**src/sv/scfr_pkg.sv**
```systemverilog
// ----------------------------------------------------------------------------
// scfr_pkg
// Shared types, constants and the CRC-8 byte update for the status frame
// receiver.
// ----------------------------------------------------------------------------
package scfr_pkg;

    localparam logic [7:0] START_FIRST  = 8'hA5;
    localparam logic [7:0] START_SECOND = 8'h5A;
    localparam logic [7:0] TYPE_STATUS  = 8'h53;
    localparam logic [7:0] CRC_POLY     = 8'h07;
    localparam int         CRC_TOP      = 7;

    typedef enum logic [1:0] {
        FS_OK        = 2'd0,
        FS_BAD_TYPE  = 2'd1,
        FS_CRC_ERR   = 2'd2,
        FS_BAD_START = 2'd3
    } t_frame_status;

    typedef struct packed {
        t_frame_status      status;
        logic [7:0]         seq;
        logic signed [31:0] ticks;
        logic signed [15:0] vel;
        logic [7:0]         rx_crc;
        logic [7:0]         calc_crc;
    } t_frame_result;

    // CRC-8/SMBUS, MSB first, one byte
    function automatic logic [7:0] crc8_update(input logic [7:0] crc,
                                               input logic [7:0] data);
        logic [7:0] c;
        c = crc ^ data;
        for (int b = 0; b < 8; b++) begin
            if (c[CRC_TOP]) begin
                c = {c[6:0], 1'b0} ^ CRC_POLY;
            end else begin
                c = {c[6:0], 1'b0};
            end
        end
        return c;
    endfunction

endpackage

```
**src/sv/scfr_if.sv**
```systemverilog
// ----------------------------------------------------------------------------
// scfr_if
// Valid/ready channels of the status frame receiver: the received byte
// stream and the frame result stream.
// ----------------------------------------------------------------------------
interface scfr_byte_if;
    logic       valid;
    logic       ready;
    logic [7:0] rx_byte;

    modport source (output valid, output rx_byte, input ready);
    modport sink   (input valid, input rx_byte, output ready);
endinterface

interface scfr_result_if;
    logic               valid;
    logic               ready;
    logic [1:0]         frame_status;
    logic [7:0]         sequence_res;
    logic signed [31:0] encoder_ticks;
    logic signed [15:0] velocity_mrad;
    logic [7:0]         received_crc;
    logic [7:0]         computed_crc;

    modport source (output valid, output frame_status, output sequence_res,
                    output encoder_ticks, output velocity_mrad,
                    output received_crc, output computed_crc, input ready);
    modport sink   (input valid, input frame_status, input sequence_res,
                    input encoder_ticks, input velocity_mrad,
                    input received_crc, input computed_crc, output ready);
endinterface

```
**src/sv/scfr_deframer.sv**
```systemverilog
// ----------------------------------------------------------------------------
// scfr_deframer
// Frame sync state machine, field capture and running CRC. Produces at most
// one result per accepted byte, combinationally, for the result register.
// ----------------------------------------------------------------------------
module scfr_deframer
    import scfr_pkg::*;
(
    input  logic          i_clk,
    input  logic          i_rst_n,
    input  logic          i_en,
    input  logic [7:0]    i_byte,
    output logic          o_res_valid,
    output t_frame_result o_res
);

    typedef enum logic [3:0] {
        ST_HUNT  = 4'd0,
        ST_SYNC  = 4'd1,
        ST_TYPE  = 4'd2,
        ST_SEQ   = 4'd3,
        ST_TICK0 = 4'd4,
        ST_TICK1 = 4'd5,
        ST_TICK2 = 4'd6,
        ST_TICK3 = 4'd7,
        ST_VEL0  = 4'd8,
        ST_VEL1  = 4'd9,
        ST_CRC   = 4'd10
    } t_phase;

    t_phase      r_phase, n_phase;
    logic [7:0]  r_crc, n_crc;
    logic [7:0]  r_type, n_type;
    logic [7:0]  r_seq, n_seq;
    logic [31:0] r_ticks, n_ticks;
    logic [15:0] r_vel, n_vel;
    logic [7:0]  crc_next;

    assign crc_next = crc8_update(r_crc, i_byte);

    always_comb begin
        n_phase     = r_phase;
        n_crc       = r_crc;
        n_type      = r_type;
        n_seq       = r_seq;
        n_ticks     = r_ticks;
        n_vel       = r_vel;
        o_res_valid = 1'b0;
        o_res       = '0;
        if (i_en) begin
            unique case (r_phase)
                ST_SYNC: begin
                    if (i_byte == START_SECOND) begin
                        n_phase = ST_TYPE;
                        n_crc   = '0;
                    end else begin
                        // bad second start: byte consumed, fields stay zero
                        n_phase     = ST_HUNT;
                        o_res_valid = 1'b1;
                        o_res.status = FS_BAD_START;
                    end
                end
                ST_TYPE, ST_SEQ, ST_TICK0, ST_TICK1, ST_TICK2, ST_TICK3,
                ST_VEL0, ST_VEL1: begin
                    n_crc   = crc_next;
                    n_phase = t_phase'(r_phase + 4'd1);
                    if (r_phase == ST_TYPE) begin
                        n_type = i_byte;
                    end else if (r_phase == ST_SEQ) begin
                        n_seq = i_byte;
                    end else if (r_phase == ST_VEL0 || r_phase == ST_VEL1) begin
                        n_vel = {i_byte, r_vel[15:8]};
                    end else begin
                        n_ticks = {i_byte, r_ticks[31:8]};
                    end
                end
                ST_CRC: begin
                    n_phase     = ST_HUNT;
                    o_res_valid = 1'b1;
                    if (r_type != TYPE_STATUS) begin
                        o_res.status = FS_BAD_TYPE;
                    end else if (i_byte != r_crc) begin
                        o_res.status = FS_CRC_ERR;
                    end else begin
                        o_res.status = FS_OK;
                    end
                    o_res.seq      = r_seq;
                    o_res.ticks    = $signed(r_ticks);
                    o_res.vel      = $signed(r_vel);
                    o_res.rx_crc   = i_byte;
                    o_res.calc_crc = r_crc;
                end
                default: begin
                    // hunting, and any unused code acts as hunting
                    n_phase = (i_byte == START_FIRST) ? ST_SYNC : ST_HUNT;
                end
            endcase
        end
    end

    always_ff @(posedge i_clk) begin
        if (!i_rst_n) begin
            r_phase <= ST_HUNT;
            r_crc   <= '0;
            r_type  <= '0;
            r_seq   <= '0;
            r_ticks <= '0;
            r_vel   <= '0;
        end else begin
            r_phase <= n_phase;
            r_crc   <= n_crc;
            r_type  <= n_type;
            r_seq   <= n_seq;
            r_ticks <= n_ticks;
            r_vel   <= n_vel;
        end
    end

endmodule

```
**src/sv/scfr_out_reg.sv**
```systemverilog
// ----------------------------------------------------------------------------
// scfr_out_reg
// Result register with valid/ready handshake. Loads a new result in the
// same cycle the held one is taken.
// ----------------------------------------------------------------------------
module scfr_out_reg
    import scfr_pkg::*;
(
    input  logic          i_clk,
    input  logic          i_rst_n,
    input  logic          i_load,
    input  t_frame_result i_data,
    input  logic          i_ready,
    output logic          o_free,
    output logic          o_valid,
    output t_frame_result o_data
);

    logic          r_valid;
    t_frame_result r_data;

    assign o_free  = !r_valid || i_ready;
    assign o_valid = r_valid;
    assign o_data  = r_data;

    always_ff @(posedge i_clk) begin
        if (!i_rst_n) begin
            r_valid <= 1'b0;
        end else if (i_load) begin
            r_valid <= 1'b1;
        end else if (i_ready) begin
            r_valid <= 1'b0;
        end
    end

    always_ff @(posedge i_clk) begin
        if (i_load) begin
            r_data <= i_data;
        end
    end

endmodule

```
**src/sv/status_frame_receiver_crc8.sv**
```systemverilog
// ----------------------------------------------------------------------------
// status_frame_receiver_crc8
// Status frame receiver: syncs on A5 5A, captures type, sequence, encoder
// count and velocity, checks CRC-8/SMBUS and reports one result per frame and per bad start.
// ----------------------------------------------------------------------------
//  channel  | dir | payload                                  | handshake
//  i_rx     | in  | rx_byte                                  | valid/ready
//  o_res    | out | frame_status, sequence_res,              | valid/ready
//           |     | encoder_ticks, velocity_mrad,            |
//           |     | received_crc, computed_crc               |
//
//  One word per cycle while the input is not stalled. A byte is processed in the cycle it is accepted; its
//  result, if any, is on o_res from the next cycle.
//  Synchronous active-low reset returns to hunting with cleared state.
//  Input stalls only while a result is held and o_res.ready is low.
// ----------------------------------------------------------------------------
module status_frame_receiver_crc8
    import scfr_pkg::*;
(
    input  logic          i_clk,
    input  logic          i_rst_n,
    scfr_byte_if.sink     i_rx,
    scfr_result_if.source o_res
);

    logic          acc;
    logic          free;
    logic          res_valid;
    t_frame_result res_data;
    logic          out_valid;
    t_frame_result out_data;

    assign i_rx.ready = free;
    assign acc        = i_rx.valid && free;

    scfr_deframer u_deframer (
        .i_clk       (i_clk),
        .i_rst_n     (i_rst_n),
        .i_en        (acc),
        .i_byte      (i_rx.rx_byte),
        .o_res_valid (res_valid),
        .o_res       (res_data)
    );

    scfr_out_reg u_out_reg (
        .i_clk   (i_clk),
        .i_rst_n (i_rst_n),
        .i_load  (res_valid),
        .i_data  (res_data),
        .i_ready (o_res.ready),
        .o_free  (free),
        .o_valid (out_valid),
        .o_data  (out_data)
    );

    assign o_res.valid         = out_valid;
    assign o_res.frame_status  = out_data.status;
    assign o_res.sequence_res  = out_data.seq;
    assign o_res.encoder_ticks = out_data.ticks;
    assign o_res.velocity_mrad = out_data.vel;
    assign o_res.received_crc  = out_data.rx_crc;
    assign o_res.computed_crc  = out_data.calc_crc;

    // a fresh result only follows an accepted word
    a_res_after_accept: assert property (@(posedge i_clk) disable iff (!i_rst_n)
        $rose(o_res.valid) |-> $past(i_rx.valid && i_rx.ready))
        else $error("result without accepted word");

    a_stall_only_when_full: assert property (@(posedge i_clk) disable iff (!i_rst_n)
        !i_rx.ready |-> (o_res.valid && !o_res.ready))
        else $error("input stalled with free result register");

    a_ok_crc_match: assert property (@(posedge i_clk) disable iff (!i_rst_n)
        (o_res.valid && o_res.frame_status == FS_OK) |->
            (o_res.received_crc == o_res.computed_crc))
        else $error("ok status with crc mismatch");

    a_bad_start_zero: assert property (@(posedge i_clk) disable iff (!i_rst_n)
        (o_res.valid && o_res.frame_status == FS_BAD_START) |->
            (o_res.sequence_res == '0 && o_res.encoder_ticks == '0 &&
             o_res.velocity_mrad == '0 && o_res.received_crc == '0 &&
             o_res.computed_crc == '0))
        else $error("bad start result carries fields");

endmodule
```
**src/flat_wrapper.sv**
```systemverilog
// flat-port wrapper written by rule: the top's interface ports become plain ports
module status_frame_receiver_crc8_flat import scfr_pkg::*;
  (i_clk, i_rst_n, i_rx_valid, i_rx_rx_byte, i_rx_ready, o_res_valid, o_res_frame_status, o_res_sequence_res, o_res_encoder_ticks, o_res_velocity_mrad, o_res_received_crc, o_res_computed_crc, o_res_ready);
  scfr_byte_if i_rx_i ();
  scfr_result_if o_res_i ();
  input  logic i_clk;
  input  logic i_rst_n;
  input wire logic [$bits(i_rx_i.valid)-1:0] i_rx_valid;
  input wire logic [$bits(i_rx_i.rx_byte)-1:0] i_rx_rx_byte;
  output wire logic [$bits(i_rx_i.ready)-1:0] i_rx_ready;
  output wire logic [$bits(o_res_i.valid)-1:0] o_res_valid;
  output wire logic [$bits(o_res_i.frame_status)-1:0] o_res_frame_status;
  output wire logic [$bits(o_res_i.sequence_res)-1:0] o_res_sequence_res;
  output wire logic [$bits(o_res_i.encoder_ticks)-1:0] o_res_encoder_ticks;
  output wire logic [$bits(o_res_i.velocity_mrad)-1:0] o_res_velocity_mrad;
  output wire logic [$bits(o_res_i.received_crc)-1:0] o_res_received_crc;
  output wire logic [$bits(o_res_i.computed_crc)-1:0] o_res_computed_crc;
  input wire logic [$bits(o_res_i.ready)-1:0] o_res_ready;
  assign i_rx_i.valid = i_rx_valid;
  assign i_rx_i.rx_byte = i_rx_rx_byte;
  assign i_rx_ready = i_rx_i.ready;
  assign o_res_valid = o_res_i.valid;
  assign o_res_frame_status = o_res_i.frame_status;
  assign o_res_sequence_res = o_res_i.sequence_res;
  assign o_res_encoder_ticks = o_res_i.encoder_ticks;
  assign o_res_velocity_mrad = o_res_i.velocity_mrad;
  assign o_res_received_crc = o_res_i.received_crc;
  assign o_res_computed_crc = o_res_i.computed_crc;
  assign o_res_i.ready = o_res_ready;
  status_frame_receiver_crc8 u_core (.i_clk(i_clk), .i_rst_n(i_rst_n), .i_rx(i_rx_i), .o_res(o_res_i));
endmodule
```
**config.mk**
```make
export PLATFORM = sky130hd
export DESIGN_NAME = status_frame_receiver_crc8_flat
export DESIGN_NICKNAME = d
export VERILOG_FILES = /design/src/sv/scfr_pkg.sv /design/src/sv/scfr_if.sv /design/src/sv/scfr_deframer.sv /design/src/sv/scfr_out_reg.sv /design/src/sv/status_frame_receiver_crc8.sv /design/src/flat_wrapper.sv
export SDC_FILE = /design/constraint.sdc
export NUM_CORES = 1
export LEC_CHECK = 0
export ABC_AREA = 1
export ABC_CLOCK_PERIOD_IN_PS = 3200
export BUFFER_PORTS_ARGS = -buffer_cell sky130_fd_sc_hd__buf_2
export CELL_PAD_IN_SITES_DETAIL_PLACEMENT = 1
export CELL_PAD_IN_SITES_GLOBAL_PLACEMENT = 1
export CORE_MARGIN = 2
export CORE_UTILIZATION = 30
export CTS_BUF_LIST = sky130_fd_sc_hd__clkbuf_16
export DETAILED_ROUTE_END_ITERATION = 16
export PLACE_DENSITY = 0.68
export SLEW_MARGIN = 10
export SYNTH_ARGS = -nofsm -noshare
export SYNTH_HDL_FRONTEND = slang
export SYNTH_SLANG_ARGS = --single-unit
```
**constraint.sdc**
```tcl
create_clock -name i_clk -period 3.2 [get_ports i_clk]
set_input_delay 0.64 -clock i_clk [delete_from_list [all_inputs] [get_ports i_clk]]
set_output_delay 0.64 -clock i_clk [all_outputs]
set_load 0.01 [all_outputs]
```
==> results.ini, run 1 <==
[run_status]
run_status = finished clean

[place]
place_area_sq_mm = 0.00669
pre_cts_ws_ps = 787
gp_congestion = 0.821
place.port_buffers = 87
hpwl_um = 10300

[global_route]
grt_max_degree = 75
track_usage_pct = 14.8
grt_overflow_total = 0
antenna_found_initial = 0
grt_pass1_wl_um = 24300
first_global_vias = 4487

[finish]
antennaDiodeCount = 0
area_growth_pct = 20.7
drive_gt1_share_pct = 19.3
final_area_sq_mm = 0.00722
utilization_pct = 37.0
layout.nets = 732

[floorplan]
io_pins = 88
rows = 51
die_h_um = 145
die_x_um = 145
die_area_sq_mm = 0.0211
core_area_sq_mm = 0.0195
start_util_pct = 30.6

[worst_hold_path]
hold_class = flip-flop to flip-flop
min_from = u_core.u_deframer.r_seq[7]

[clock_network]
cts_root_buffer = clkbuf_16
clk_pin_slew_worst_paths_ps = 60
htreeDepth = 4
clock_sinks = 151
cts_inserted_buffers = 17
post-cts-setup-buffer-count = 0
cts_resized = 0
cts_tree = yes
clock_latency_ps = 430
clockBufferDepth = 2
postCtsHoldBufs = 0

[setup_path]
end_kind = flip-flop
cp-startpoint = u_core.u_deframer.r_phase[0]
cp_max_fo = 74
crit_path_end = u_core.u_out_reg.o_data[72]
rrSetupSlack_ps = 1080
r2r-end = u_core.u_out_reg.o_data[72]
rr_startpoint = u_core.u_deframer.r_phase[0]
r2r_cells = 7
required_ps = 3350
cp-start-kind = flip-flop
path_class = flip-flop to flip-flop
cp.arrival_ps = 2260

[routing]
wire_per_inst_um = 15.1
drtAntennaViolNets = 0
vias = 4430
drt_pass1_iterations = 5
vias_per_cell = 4.47
remaining_drc_errors = 0
wirelength_um = 15000
drt_iter0_markers = 260

[power]
power_density_mw_per_mm2 = 543
ir_worst_vdd_uv = 383
leakage_uw = 0.00269

[timing]
period_minus_slack_ps = 2120
setup_viol = 0
grt_setup_unrepaired = no
slew_headroom_pct = 48.3
max_freq_ghz = 0.472
timing.final.crit_share_pct = 66.1
slew_viol_final = 0
final.setup.worst_slack_ps = 1080
setup_tns_ps = 0
hold_viol_final = 0
fin_worst_skew_ps = 12.1
tightest_slew_ps = 776

[logic_synthesis]
ys_seq_elements = 151
syn_area_sq_mm = 0.00598
synthesis.nets = 646
synth-seq-area-share_pct = 62.9
synthArstFlopShare_pct = 0
synth_top_area_share_pct = 37.2
synth_area_leader_cell = edfxtp_1
postSynthCellCount = 627
ys.flop_type = dfxtp_1
ys.warnings.count = 0
synthTopCellsByArea = edfxtp_1 37%, dfxtp_1 26%, a21oi_1 6.0%
synth_edf_count = 74
avgSynthCellArea_sq_um = 9.54
ys_types = 29

[run]
drv_cap = 0

## power by group
group | switching, uW | internal (uW) | total, uW
clock | 785 | 1020 | 1810
sequential | 0.250 | 2010 | 2010
combinational | 74.4 | 29.5 | 104
## cell usage in the layout, fill, tap and decap left out, types with 12 or more instances in the layout
| cell type | netlist | layout |
|---|---|---|
| buf_2 | 15 | 87 |
| clkbuf_16 | 0 | 18 |
| dfxtp_1 | 77 | 77 |
| nand2_1 | 84 | 82 |
| nand3_1 | 12 | 12 |
| inv_1 | 83 | 86 |
| nor2_1 | 84 | 83 |
| edfxtp_1 | 74 | 74 |
| a21oi_1 | 72 | 72 |
| o21ai_0 | 66 | 66 |
## sequential cells by signal, indices dropped and copies added (netlist names)
register	cells
u_core.u_deframer.r_crc	8
u_core.u_deframer.r_phase	4
u_core.u_deframer.r_seq	8
u_core.u_deframer.r_ticks	32
u_core.u_deframer.r_type	8
u_core.u_deframer.r_vel	16
u_core.u_out_reg.o_data	74
u_core.u_out_reg.o_valid	1
## per-stage QoR
step,hold slack [ps],instances,power (uW)
2_1_floorplan,429,627,2110
3_3_place_gp,441,959,2150
3_5_place_dp,449,959,2160
4_1_cts,458,991,3970
5_1_grt,487,991,4060
6_report,455,991,3920
## synthesized netlist by cell type (3+ instances only)
cell type and instances:
a21oi_1 72, buf_2 15, clkbuf_1 7, dfxtp_1 77
edfxtp_1 74, ha_1 7, inv_1 83, inv_2 6
nand2_1 84, nand2_4 3, nand3_1 12, nand4_1 5
nor2_1 84, nor2_2 3, o21ai_0 66, xnor2_1 7
xor2_1 4
## worst max-delay path: stages, from the launching register on
cell and delay [ps]:
dfxtp_1 400, inv_1 90, ha_1 270, inv_1 70
nor2_1 80, nand2_2 110, buf_4 600, o21ai_0 220
## worst min-delay path by stage
stage                                        endpoint  cells after the start  slack, ps
after floorplan           u_core.u_deframer.r_type[2]                      2        430
after global placement     u_core.u_deframer.r_seq[0]                      2        440
after detailed placement   u_core.u_deframer.r_seq[7]                      2        450
after CTS                 u_core.u_deframer.r_type[2]                      2        460
after global routing       u_core.u_deframer.r_seq[6]                      2        490
final                      u_core.u_deframer.r_seq[7]                      2        450
## cell type report
class                           instances  area, sq um
Fill cell                            2312        12300
Sequential cell                       151         3760
Multi-Input combinational cell        360         1760
Timing Repair Buffer                   92          485
Clock buffer                           18          450
Inverter                               91          342
Tap cell                              265          332
Clock inverter                         14         82.6
## metal layers
layer  routed length (um)  vias up  part of all wire (%)  global-route usage (%)
met5                    0        -                     0                       0
met1                 7140     2121                    48                    19.2
met3                  494       12                   3.3                    3.49
met4                  146        0                  0.97                    5.83
li1                     -     2214                     -                       -
met2                 7220       83                    48                    24.0
## cells by family after synthesis
kind of cell | Yosys count | synth area share (%)
AND/OR/NAND/NOR | 200 | 14.1
adder cells (fa/ha/maj) | 7 | 1.46
XOR/XNOR | 11 | 1.61
buffers and inverters | 116 | 7.76
flip-flops | 151 | 62.9
AO/OA/AOI/OAI | 142 | 12.1
(Power assumes the default switching activity.)
==> run 2: changes to the inputs <==
--- a/config.mk
+++ b/config.mk
@@ -6,7 +6,7 @@
 export NUM_CORES = 1
 export LEC_CHECK = 0
 export ABC_AREA = 1
-export ABC_CLOCK_PERIOD_IN_PS = 3200
+export ABC_CLOCK_PERIOD_IN_PS = 1710
 export BUFFER_PORTS_ARGS = -buffer_cell sky130_fd_sc_hd__buf_2
 export CELL_PAD_IN_SITES_DETAIL_PLACEMENT = 1
 export CELL_PAD_IN_SITES_GLOBAL_PLACEMENT = 1
==> constraint.sdc (replaced) <==
create_clock -name i_clk -period 1.71 [get_ports i_clk]
set_input_delay 0.342 -clock i_clk [delete_from_list [all_inputs] [get_ports i_clk]]
set_output_delay 0.342 -clock i_clk [all_outputs]
set_load 0.01 [all_outputs]
==> run 2 against run 1 <==
  * Maximum frequency up 31%
  * Global-route usage up 0.14 points
  * Combinational power up 130%
  * Wire length up 3.7%
  * Critical path depth unchanged
  * Final cell count up 3.4%
  * Sequential share of layout area down 3.5 points
  * Total power up 95%
  * Clock-buffer cell count down 1
  * Via count up 3.5%
  * Sequential power up 87%
  * Hold slack worse by 190 ps
  * Critical path type unchanged
  * Largest power group unchanged
  * Highest routed layer unchanged
==> results.ini, run 2 (synthesis results as in run 1) <==
[place]
place.port_buffers = 87  ; unchanged
place_area_sq_mm = 0.00706  ; +5.6%
hpwl_um = 10800  ; +4.3%
gp_congestion = 0.785  ; -4.4%

[clock_network]
clockBufferDepth = 2  ; unchanged
cts_inserted_buffers = 17  ; unchanged
htreeDepth = 4  ; unchanged
clock_latency_ps = 420  ; about the same
cts_root_buffer = clkbuf_16
clock_sinks = 151  ; unchanged
clk_pin_slew_worst_paths_ps = 60  ; about the same
cts_tree = yes

[timing]
slew_viol_final = 0  ; unchanged
slew_headroom_pct = 70.8  ; +22 points
setup_viol = 0  ; unchanged
period_minus_slack_ps = 1620  ; -497 ps
setup_tns_ps = 0  ; unchanged
grt_setup_unrepaired = yes
timing.final.crit_share_pct = 94.7  ; +29 points
hold_viol_final = 0  ; unchanged
max_freq_ghz = 0.617  ; +31%
tightest_slew_ps = 436  ; -340 ps
fin_worst_skew_ps = 9.46  ; -2.62 ps

[setup_path]
cp_max_fo = 20  ; -73%
required_ps = 1840  ; -1510 ps
end_kind = flip-flop
slowest_delay_ps = 340  ; -260 ps
cp.arrival_ps = 1750  ; -510 ps
cp-start-kind = flip-flop
path_class = flip-flop to flip-flop
slowest_stage = dfxtp_2
rr_startpoint = u_core.u_deframer.r_phase[1]
worstPathCellList = inv_2, ha_2, nand2_1, nor2_4, nand2_2, nand2_8, buf_12
cp-startpoint = u_core.u_deframer.r_phase[1]

[power]
leakage_uw = 0.00292  ; +8.4%
power_density_mw_per_mm2 = 990  ; +82%
ir_worst_vdd_uv = 706  ; +84%

[floorplan]
core_area_sq_mm = 0.0195  ; unchanged
die_area_sq_mm = 0.0211  ; unchanged
start_util_pct = 30.6  ; unchanged
rows = 51  ; unchanged
io_pins = 88  ; unchanged
die_x_um = 145  ; unchanged
die_h_um = 145  ; unchanged

[routing]
vias_per_cell = 4.48  ; +0.11%
drt_pass1_iterations = 5  ; unchanged
wire_per_inst_um = 15.2  ; +0.26%
drtAntennaViolNets = 0  ; unchanged
wirelength_um = 15600  ; +3.7%
remaining_drc_errors = 0  ; unchanged
vias = 4587  ; +3.5%
drt_iter0_markers = 216  ; -17%

[finish]
fillers = 2292  ; -0.87%
layout.nets = 766  ; +4.6%
utilization_pct = 39.7  ; +2.7 points
largest_reg_flops = 74  ; unchanged
layout_commonest_cell = buf_2
antennaDiodeCount = 0  ; unchanged
final_area_sq_mm = 0.00774  ; +7.2%
final_cell_mix = 87 x buf_2, 82 x nor2_1, 82 x inv_1
area_growth_pct = 29.5
drive_gt1_share_pct = 24.9  ; +5.6 points

[run]
drv_cap = 0  ; unchanged

[run_status]
run_status = finished clean

[global_route]
grt_overflow_total = 0  ; unchanged
grt_pass1_wl_um = 24800  ; +2.0%
grt_max_degree = 53  ; -29%
track_usage_pct = 14.9  ; +0.14 points
first_global_vias = 4670  ; +4.1%
antenna_found_initial = 0  ; unchanged

[worst_hold_path]
min_from = i_rst_n
hold_class = input pin to flip-flop

run 2: worst max-delay path, delay by kind of cell, from the launching register on:
kind | cells | cell delay (ps)
flip-flops | 1 | 340
adder cells (fa/ha/maj) | 1 | 180
AND/OR/NAND/NOR | 4 | 540
buffers and inverters | 2 | 260
run 2: routing by layer:
layer  GRT usage, %  up-vias  wire [um]
li1               -     2284          -
met1           19.1     2189       7160
met2           25.1       98       7550
met3           3.77       16        668
met4           4.26        0        176
met5              0        -          0
run 2: path summary, 6_finish.rpt:
check / endpoint / slack, ps / depth (start not counted)
setup / recovery: u_core.u_out_reg.o_data[42] / 90 / 7
hold / removal: u_core.u_deframer.r_ticks[0] / 260 / 3
setup reg to reg: u_core.u_out_reg.o_data[42] / 90 / 7
hold reg to reg: u_core.u_deframer.r_type[2] / 450 / 2
run 2: metrics by stage:
| step | total power, uW | worst slack (ps) | cells | hold WS (ps) |
|---|---|---|---|---|
| global placement | 4070 | 35.5 | 988 | 442 |
| finish | 7660 | 90.0 | 1025 | 264 |
| floorplan | 3960 | 6.75 | 627 | 429 |
| global route | 7940 | -2.38 | 1025 | 272 |
| detailed placement | 4070 | -5.87 | 988 | 448 |
| CTS | 7760 | 24.3 | 1021 | 248 |
run 2: final cells by class:
type                            count  area [sq um]  share of cell area [%]
Multi-Input combinational cell    360          1820                    23.5
Inverter                           91           347                    4.48
Sequential cell                   151          3770                    48.6
Timing Repair Buffer              126           896                    11.6
Clock buffer                       17           425                    5.49
Tap cell                          265           332                    4.28
Clock inverter                     15           155                    2.00
run 2: power breakdown:
part / switching, uW / total, uW / internal [uW]
Combinational: 150 / 234 / 83.8
Clock: 1520 / 3670 / 2150
Sequential: 0.449 / 3760 / 3760
Total: 1670 / 7660 / 6000
run 2: what timing repair did:
item | 4_1_cts | 5_1_grt
buffers inserted | 1 | 3
gates resized for setup | 0 | 15
pin swaps | 1 | 4
endpoints found under the setup margin | 48 | 102
hold buffers | 0 | 0
cloned | 0 | 1
==> run 3: changes to the inputs <==
--- a/config.mk
+++ b/config.mk
@@ -12,7 +12,7 @@
 export CELL_PAD_IN_SITES_GLOBAL_PLACEMENT = 1
 export CORE_MARGIN = 2
 export CORE_UTILIZATION = 30
-export CTS_BUF_LIST = sky130_fd_sc_hd__clkbuf_16
+export CTS_CLUSTER_DIAMETER = 80
 export DETAILED_ROUTE_END_ITERATION = 16
 export PLACE_DENSITY = 0.68
 export SLEW_MARGIN = 10
==> run 3 against run 2 <==
  * Worst setup slack hardly changed
  * Clock skew about the same
  * Via count hardly changed
  * Critical path type unchanged
  * Largest cell class unchanged
  * Largest power group unchanged
  * Highest routed layer unchanged
==> results.ini, run 3 (synthesis results as in run 1) <==
[clock_network]
clock_sinks = 151  ; unchanged
postCtsHoldBufs = 0  ; unchanged
cts_root_buffer = clkbuf_16
clockBufferDepth = 2  ; unchanged
cts_tree = yes
clock_latency_ps = 420  ; about the same
clk_pin_slew_worst_paths_ps = 60  ; about the same
cts_inserted_buffers = 17  ; unchanged
htreeDepth = 4  ; unchanged

[finish]
final_cell_mix = 87 x buf_2, 82 x nor2_1, 80 x nand2_1, 80 x inv_1, 75 x dfxtp_1
drive_gt1_share_pct = 24.9  ; unchanged
area_growth_pct = 29.5  ; unchanged
layout.nets = 766  ; unchanged
largest_reg_flops = 74  ; unchanged
antennaDiodeCount = 0  ; unchanged
final_area_sq_mm = 0.00774  ; unchanged
layout_commonest_cell = buf_2

[routing]
vias_per_cell = 4.47  ; about the same
wirelength_um = 15600  ; about the same
drt_iter0_markers = 221  ; +2.3%
drtAntennaViolNets = 0  ; unchanged
remaining_drc_errors = 0  ; unchanged
vias = 4586  ; -0.022%
wire_per_inst_um = 15.2  ; about the same
drt_pass1_iterations = 5  ; unchanged

[timing]
slew_viol_final = 0  ; unchanged
final.setup.worst_slack_ps = 89.6  ; -0.307 ps
fin_worst_skew_ps = 9.46  ; -0.0000300 ps
period_minus_slack_ps = 1620  ; +0.307 ps
timing.final.crit_share_pct = 94.8  ; about the same
setup_viol = 0  ; unchanged
max_freq_ghz = 0.617  ; about the same
grt_setup_unrepaired = yes
slew_headroom_pct = 70.8  ; about the same
setup_tns_ps = 0  ; unchanged
hold_viol_final = 0  ; unchanged
tightest_slew_ps = 436  ; +0.00501 ps

[global_route]
antenna_found_initial = 0  ; unchanged
grt_overflow_total = 0  ; unchanged
grt_max_degree = 53  ; unchanged
grt_pass1_wl_um = 24800  ; unchanged
track_usage_pct = 14.9  ; unchanged
first_global_vias = 4670  ; unchanged

[setup_path]
path_class = flip-flop to flip-flop
cpLargestDelayFamily = simple AND/OR/NAND/NOR gates
end_kind = flip-flop
path_buf_inv = 2  ; unchanged
cp.arrival_ps = 1750  ; about the same
cp-start-kind = flip-flop
slowest_stage = dfxtp_2
slowest_delay_ps = 340  ; about the same
cp_max_fo = 20  ; unchanged
required_ps = 1840  ; about the same
worstPathCellList = inv_2, ha_2, nand2_1, nor2_4, nand2_2, nand2_8, buf_12

[floorplan]
core_area_sq_mm = 0.0195  ; unchanged
io_pins = 88  ; unchanged
start_util_pct = 30.6  ; unchanged
die_area_sq_mm = 0.0211  ; unchanged
die_h_um = 145  ; unchanged
die_x_um = 145  ; unchanged
rows = 51  ; unchanged

[power]
leakage_uw = 0.00291  ; -0.28%
switching_share_pct = 21.7  ; -0.047 points
p_clk_share_pct = 48.0  ; about the same
p_sw_uw = 1670  ; about the same
internal_power_uw = 6010  ; +0.20%
ir_worst_vdd_uv = 706  ; about the same
power_density_mw_per_mm2 = 991  ; +0.14%
combPwrFrac_pct = 3.0  ; about the same
p_seq_share_pct = 49.0  ; about the same

[place]
gp_congestion = 0.785  ; unchanged
place.port_buffers = 87  ; unchanged
place_area_sq_mm = 0.00706  ; unchanged
pre_cts_ws_ps = -5.87  ; unchanged
hpwl_um = 10800  ; unchanged

[run_status]
run_status = finished clean

[run]
drv_cap = 0  ; unchanged

[worst_hold_path]
hold_class = input pin to flip-flop

run 3: cell count changes in the layout (fill, tap and decap cells not counted), sizes merged:
| cell | change |
|---|---|
| clkbuf | +2 |
| inv | -2 |
run 3: worst paths after layout:
check / from / slack, ps / to / cells past startpoint
setup / recovery: u_core.u_deframer.r_phase[1] / 90 / u_core.u_out_reg.o_data[42] / 7
hold / removal: i_rst_n / 260 / u_core.u_deframer.r_ticks[0] / 3
setup reg to reg: u_core.u_deframer.r_phase[1] / 90 / u_core.u_out_reg.o_data[42] / 7
hold reg to reg: u_core.u_deframer.r_type[2] / 450 / u_core.u_deframer.r_type[2] / 2
run 3: worst register-to-register path, stage by stage (launching register included):
cell	delay, ps
dfxtp_2	340
inv_2	80
ha_2	180
nand2_1	100
nor2_4	160
nand2_2	120
nand2_8	160
buf_12	180
run 3: per-stage QoR:
stage / total power, uW / utilization, % / hold WS, ps / instances
floorplan: 3960 / - / 429 / 627
finish: 7670 / 39.7 / 264 / 1025
global placement: 4070 / 36.1 / 442 / 988
CTS: 7770 / 39.2 / 248 / 1021
global route: 7950 / 39.7 / 272 / 1025
detailed placement: 4070 / 36.1 / 448 / 988
run 3: area by class of cell:
type	count	area, sq um
Clock buffer	19	433
Clock inverter	13	148
Fill cell	2292	11800
Inverter	91	347
Multi-Input combinational cell	360	1820
Sequential cell	151	3770
Tap cell	265	332
Timing Repair Buffer	126	896
run 3: routing by layer:
metal | GRT usage [%] | part of all wire, % | up-vias
met5 | 0 | 0 | -
met4 | 4.26 | 1.1 | 0
met3 | 3.77 | 4.3 | 16
met2 | 25.1 | 49 | 98
met1 | 19.1 | 46 | 2188
li1 | - | - | 2284
run 3: repair_timing:
item                       CTS  global route
setup endpoints to repair   51           102
setup buffers                1             3
cloned                       0             1
pin swaps                    1             4
resized for setup            0            15
run 3: power by group through the flow:
stage                     combinational (uW)  sequential (uW)  clock, uW
after global routing                     260             3760       3940
after detailed placement                 232             3840          0
after floorplan                          120             3840          0
after global placement                   229             3840          0
final                                    234             3760       3680
after CTS                                233             3760       3780
